### config.mk
export PLATFORM = sky130hd
export DESIGN_NAME = npc_scan
export DESIGN_NICKNAME = d
export VERILOG_FILES = /design/src/hdl/npc_pkg.sv /design/src/hdl/npc_scan.sv
export SDC_FILE = /design/constraint.sdc
export NUM_CORES = 1
export LEC_CHECK = 0
export ABC_AREA = 1
export BUFFER_PORTS_ARGS = -buffer_cell sky130_fd_sc_hd__buf_2
export CORE_MARGIN = 4
export CORE_UTILIZATION = 39
export DETAILED_ROUTE_END_ITERATION = 16
export PLACE_DENSITY = 0.58
export REMOVE_ABC_BUFFERS = 1
export SLEW_MARGIN = 20
export SYNTH_ARGS = -nofsm -noshare
export SYNTH_HDL_FRONTEND = slang
export SYNTH_SLANG_ARGS = --single-unit
### constraint.sdc
create_clock -name clk_i -period 3.5 [get_ports clk_i]
set_input_delay 0.175 -clock clk_i [delete_from_list [all_inputs] [get_ports clk_i]]
set_output_delay 0.175 -clock clk_i [all_outputs]
set_load 0.02 [all_outputs]
### src/hdl/npc_pkg.sv
// package for the nearest palette color search: shared types, opcodes and constants
// used by the interfaces, the palette memory, the scan unit, the top level and the checker
`default_nettype none

package npc_pkg;

  localparam int PALETTE_ENTRIES = 256;
  localparam int CHAN_W          = 8;
  localparam int COLOR_W         = 3 * CHAN_W;
  localparam int INDEX_W         = 8;
  localparam int SQ_W            = 2 * CHAN_W;
  localparam int DIST_W          = SQ_W + 2;

  // above any real distance, so entry 0 always wins the first compare
  localparam logic [DIST_W-1:0] START_DIST = DIST_W'(256 * 256 * 3);

  localparam logic OP_LOAD  = 1'b0;
  localparam logic OP_QUERY = 1'b1;

  typedef struct packed {
    logic               done;
    logic [INDEX_W-1:0] nearest_index;
  } npc_scan_rsp_t;

endpackage

`default_nettype wire

### src/hdl/npc_scan.sv
// scan unit: walks the palette one entry per cycle, squares the channel
// differences, sums them and keeps the first least distance; depends on npc_pkg
`default_nettype none

module npc_scan #(
  parameter int PaletteEntries = npc_pkg::PALETTE_ENTRIES,
  localparam int AddrW = $clog2(PaletteEntries)
) (
  input  wire logic                        clk_i,
  input  wire logic                        rst_ni,
  input  wire logic                        start_i,
  input  wire logic [npc_pkg::COLOR_W-1:0] color_i,
  output      logic                        rd_en_o,
  output      logic [AddrW-1:0]            rd_addr_o,
  input  wire logic [npc_pkg::COLOR_W-1:0] rd_data_i,
  output      npc_pkg::npc_scan_rsp_t      rsp_o
);

  localparam logic [AddrW-1:0] LastAddr = AddrW'(PaletteEntries - 1);
  localparam int CW = npc_pkg::CHAN_W;
  localparam int SW = npc_pkg::SQ_W;
  localparam int DW = npc_pkg::DIST_W;

  logic             busy_q, busy_d;
  logic [AddrW-1:0] addr_q, addr_d;

  logic             v1_q, last1_q;
  logic [AddrW-1:0] idx1_q;

  logic             v2_q, last2_q;
  logic [AddrW-1:0] idx2_q;
  logic [SW-1:0]    sq_r_q, sq_g_q, sq_b_q;

  logic [DW-1:0]    best_dist_q, best_dist_d;
  logic [AddrW-1:0] best_idx_q, best_idx_d;
  logic             done_q;

  logic [CW-1:0]    dr, dg, db;
  logic [DW-1:0]    dist_sum;
  logic [AddrW+7:0] best_ext;

  // stage 0: address counter
  always_comb begin
    busy_d = busy_q;
    addr_d = addr_q;
    if (start_i) begin
      busy_d = 1'b1;
      addr_d = '0;
    end else if (busy_q) begin
      addr_d = addr_q + AddrW'(1);
      if (addr_q == LastAddr) begin
        busy_d = 1'b0;
      end
    end
  end

  assign rd_en_o   = busy_q;
  assign rd_addr_o = addr_q;

  always_ff @(posedge clk_i or negedge rst_ni) begin
    if (!rst_ni) begin
      busy_q <= 1'b0;
      addr_q <= '0;
      v1_q   <= 1'b0;
      v2_q   <= 1'b0;
      done_q <= 1'b0;
    end else begin
      busy_q <= busy_d;
      addr_q <= addr_d;
      v1_q   <= busy_q;
      v2_q   <= v1_q;
      done_q <= v2_q && last2_q;
    end
  end

  // stage 1: memory data arrives, absolute differences and squares
  always_ff @(posedge clk_i) begin
    idx1_q  <= addr_q;
    last1_q <= (addr_q == LastAddr);
  end

  function automatic logic [CW-1:0] abs_diff(input logic [CW-1:0] a, input logic [CW-1:0] b);
    abs_diff = (a > b) ? (a - b) : (b - a);
  endfunction

  assign dr = abs_diff(rd_data_i[3*CW-1:2*CW], color_i[3*CW-1:2*CW]);
  assign dg = abs_diff(rd_data_i[2*CW-1:CW], color_i[2*CW-1:CW]);
  assign db = abs_diff(rd_data_i[CW-1:0], color_i[CW-1:0]);

  always_ff @(posedge clk_i) begin
    idx2_q  <= idx1_q;
    last2_q <= last1_q;
    sq_r_q  <= SW'(dr) * SW'(dr);
    sq_g_q  <= SW'(dg) * SW'(dg);
    sq_b_q  <= SW'(db) * SW'(db);
  end

  // stage 2: sum and compare against the running best
  assign dist_sum = DW'(sq_r_q) + DW'(sq_g_q) + DW'(sq_b_q);

  always_comb begin
    best_dist_d = best_dist_q;
    best_idx_d  = best_idx_q;
    if (start_i) begin
      best_dist_d = npc_pkg::START_DIST;
      best_idx_d  = '0;
    end else if (v2_q && (dist_sum < best_dist_q)) begin
      best_dist_d = dist_sum;
      best_idx_d  = idx2_q;
    end
  end

  always_ff @(posedge clk_i) begin
    best_dist_q <= best_dist_d;
    best_idx_q  <= best_idx_d;
  end

  assign best_ext            = {8'b0, best_idx_q};
  assign rsp_o.done          = done_q;
  assign rsp_o.nearest_index = best_ext[npc_pkg::INDEX_W-1:0];

endmodule

`default_nettype wire

==> impl_metrics.yaml <==
synthesis:
  avgSynthCellArea_um2: 7.64
  ys_warn_count: 0
  ys_seq_elements: 101
  synth_area_leaders: "ha_1 (18%), fa_1 (17%), dfxtp_1 (16%)"
  syn_inst: 1499
  synth_top_area_share: 0.183
  synth.distinct_cells: 43
  syn-cell-area_mm2: 0.0115
  synth-seq-area-share: 0.182
  synth_top_cell_by_area: "ha_1"
global_routing:
  grt_pass1_wl_mm: 47.5
  grt_pass1_vias: 10900
  grt_max_degree: 22
  grt.overflow.total: 0
  antenna_found_initial: 0
  grt_util_all_layers: 0.168
worst_setup_path:
  worst_ep_required_time_ns: 3.74
  critical_path_arrival_ns: 4.85
  reg2reg_from: "sq_r_q[11]"
  crit_family: "adder cells"
  cp.buffers_inverters: 10
  crit_top_cell: "inv_2"
  startpoint_type: "input port"
  max_stage_delay_ns: 0.56
  worst-setup-path-type: "in2reg"
  crit_slowest_cell: "fa_1"
  endpoint_kind: "flop"
  crit_fanout: 6
  regToRegSetupSlack_ns: -0.05
  crit_path_start: "rd_data_i[8]"
place:
  dp_hpwl_mm: 21.1
  port-buffer-count: 68
  place_inst: 2198
  place.gp.congestion: 0.861
route:
  wire_per_inst_um: 12.7
  drc: 0
  drt_iter0_markers: 366
  drt_pre_antenna_iters: 5
  drt-total-wl_mm: 29.3
  vias_per_cell: 4.66
  dr_total_vias: 10800
  ant_nets: 0
finish:
  diodes: 0
  final_nets: 2235
  areaGrowthSynthToFinish_pct: 55.1
  drive_gt1_frac: 0.471
  final_cell_mix: "buf_4 (281), inv_1 (226), nand2_1 (206)"
  final_common_cell: "buf_4"
  final_cells: 2310
sta:
  finClkSkew_ns: 0.0144
  finalSetupViolCount: 52
  layout_setup_ws_ns: -1.11
  rsz0062_at_grt: "yes"
  holdWs_ns: 0.227
  slew-limit-headroom: 0.450
  min_period_ns: 4.61
  drv_slew: 0
  min_period_over_period: 1.32
  worst_pin_slew_ns: 0.824
  hold_violations: 0
  fmax_mhz: 217
die:
  die_h_um: 179
  die_x_um: 179
  start_util: 0.397
  ios: 69
  core_area_mm2: 0.0289
  rows: 62
  dieArea_mm2: 0.0322
cts:
  cts_root_buffer: "clkbuf_16"
  clock_path_buffers: 2
  clock_latency_ns: 0.35
  htree_levels: 3
  clkSinkCount: 101
  tritoncts: "done"
  cts-buffers-inserted: 9
  path_clk_slew_ns: 0.08
status:
  status: "finished, violations left"
  failed_checks: "setup timing"
run:
  maxCapViolCount: 0
worst_hold_path:
  min_path_type: "in2async"
timing repair:
item | in CTS | in global routing
gates resized for setup | 381 | 262
hold buffers | 1 | 0
pin swaps | 197 | 154
buffers inserted | 64 | 38
endpoints found under the setup margin | 44 | 62
cloned | 2 | 2
endpoints found under the hold margin | 12 | 0
logic make-up (layout without fill, tap and decap cells):
logic type | Yosys count | in the layout | share of synthesized area
simple gates | 541 | 541 | 0.207
buf+inv | 324 | 750 | 0.111
fa+ha+maj | 263 | 263 | 0.349
compound gates | 188 | 188 | 0.0884
flops | 101 | 101 | 0.182
xor+xnor | 80 | 80 | 0.0611
other cells | 2 | 3 | 0.000655
cells in the mapped netlist (all sizes together):
| master | number |
|---|---|
| o211ai | 3 |
| a21o | 3 |
| a21boi | 1 |
| o21bai | 5 |
| a31oi | 2 |
| nand3b | 3 |
| xor2 | 46 |
| nand2 | 331 |
| or2 | 2 |
| nor3 | 8 |
| nand3 | 46 |
| and2 | 1 |
| fa | 95 |
| inv | 307 |
| ha | 168 |
| nor4 | 1 |
| o31ai | 2 |
| nor2 | 140 |
| clkbuf | 4 |
| a211oi | 4 |
| xnor2 | 34 |
| buf | 13 |
| o21a | 4 |
| a21oi | 107 |
| dfxtp | 89 |
| conb | 2 |
| o21ai | 57 |
| dfrtp | 12 |
| nand4 | 9 |
cell type report:
| type | count | area (µm²) |
|---|---|---|
| clock inverters | 7 | 91.3 |
| inverters | 307 | 1210 |
| fillers | 2412 | 11100 |
| repair buffers | 427 | 3440 |
| well taps | 384 | 480 |
| clock buffers | 9 | 225 |
| flip-flops and latches | 101 | 2090 |
| multi-input cells | 1075 | 10200 |
sequential cells by signal, indices dropped and copies added (netlist names):
register,cells
best_dist_q,18
sq_b_q,15
sq_g_q,15
sq_r_q,15
best_idx_q,8
idx1_q,8
idx2_q,8
rd_addr_o,8
done_q,1
last1_q,1
last2_q,1
rd_en_o,1
v1_q,1
v2_q,1
per-layer routing:
layer / wire length, µm / vias to the layer above / part of all wire / GRT usage
met4: 368 / 0 / 0.013 / 0.0299
met1: 12800 / 5110 / 0.44 / 0.214
met5: 0 / - / 0 / 0
met3: 649 / 37 / 0.022 / 0.0194
met2: 15500 / 129 / 0.53 / 0.310
li1: - / 5479 / - / -
path summary, 6_finish.rpt:
kind,to,cells past startpoint
worst max-delay path,sq_g_q[11],29
worst min-delay path,rd_addr_o[0],2
worst max register to register,best_idx_q[3],17
worst min register to register,idx2_q[5],0
max in group asynchronous,rd_addr_o[2],2
min in group clk_i,best_idx_q[0],2
worst reg2reg max path, stage by stage (launching register included):
cell and delay, ns:
dfxtp_1 0.33, fa_1 0.53, ha_4 0.31, nand2_1 0.11, nor2_2 0.15, nand4_1 0.13, nand3_2 0.12, nand2_1 0.07
o211ai_1 0.17, ha_1 0.33, a21oi_1 0.14, o21ai_0 0.11, a21oi_2 0.15, nand4_1 0.22, inv_2 0.23, buf_8 0.18
nand2_2 0.06, a21oi_2 0.12
stage by stage:
stage               cell area (µm²)  setup TNS [ns]  utilization  setup WS [ns]
floorplan                     11300          -45.10            -          -1.49
global placement              14200          -49.86        0.491          -1.74
CTS                           16400          -25.76        0.568          -1.01
detailed placement            14200          -52.40        0.491          -1.82
finish                        17800          -28.79        0.616          -1.11
global route                  17800          -39.24        0.616          -1.27
Power is not shown: default switching activity piles up to over one toggle a cycle in this logic, so the estimate is an artifact.
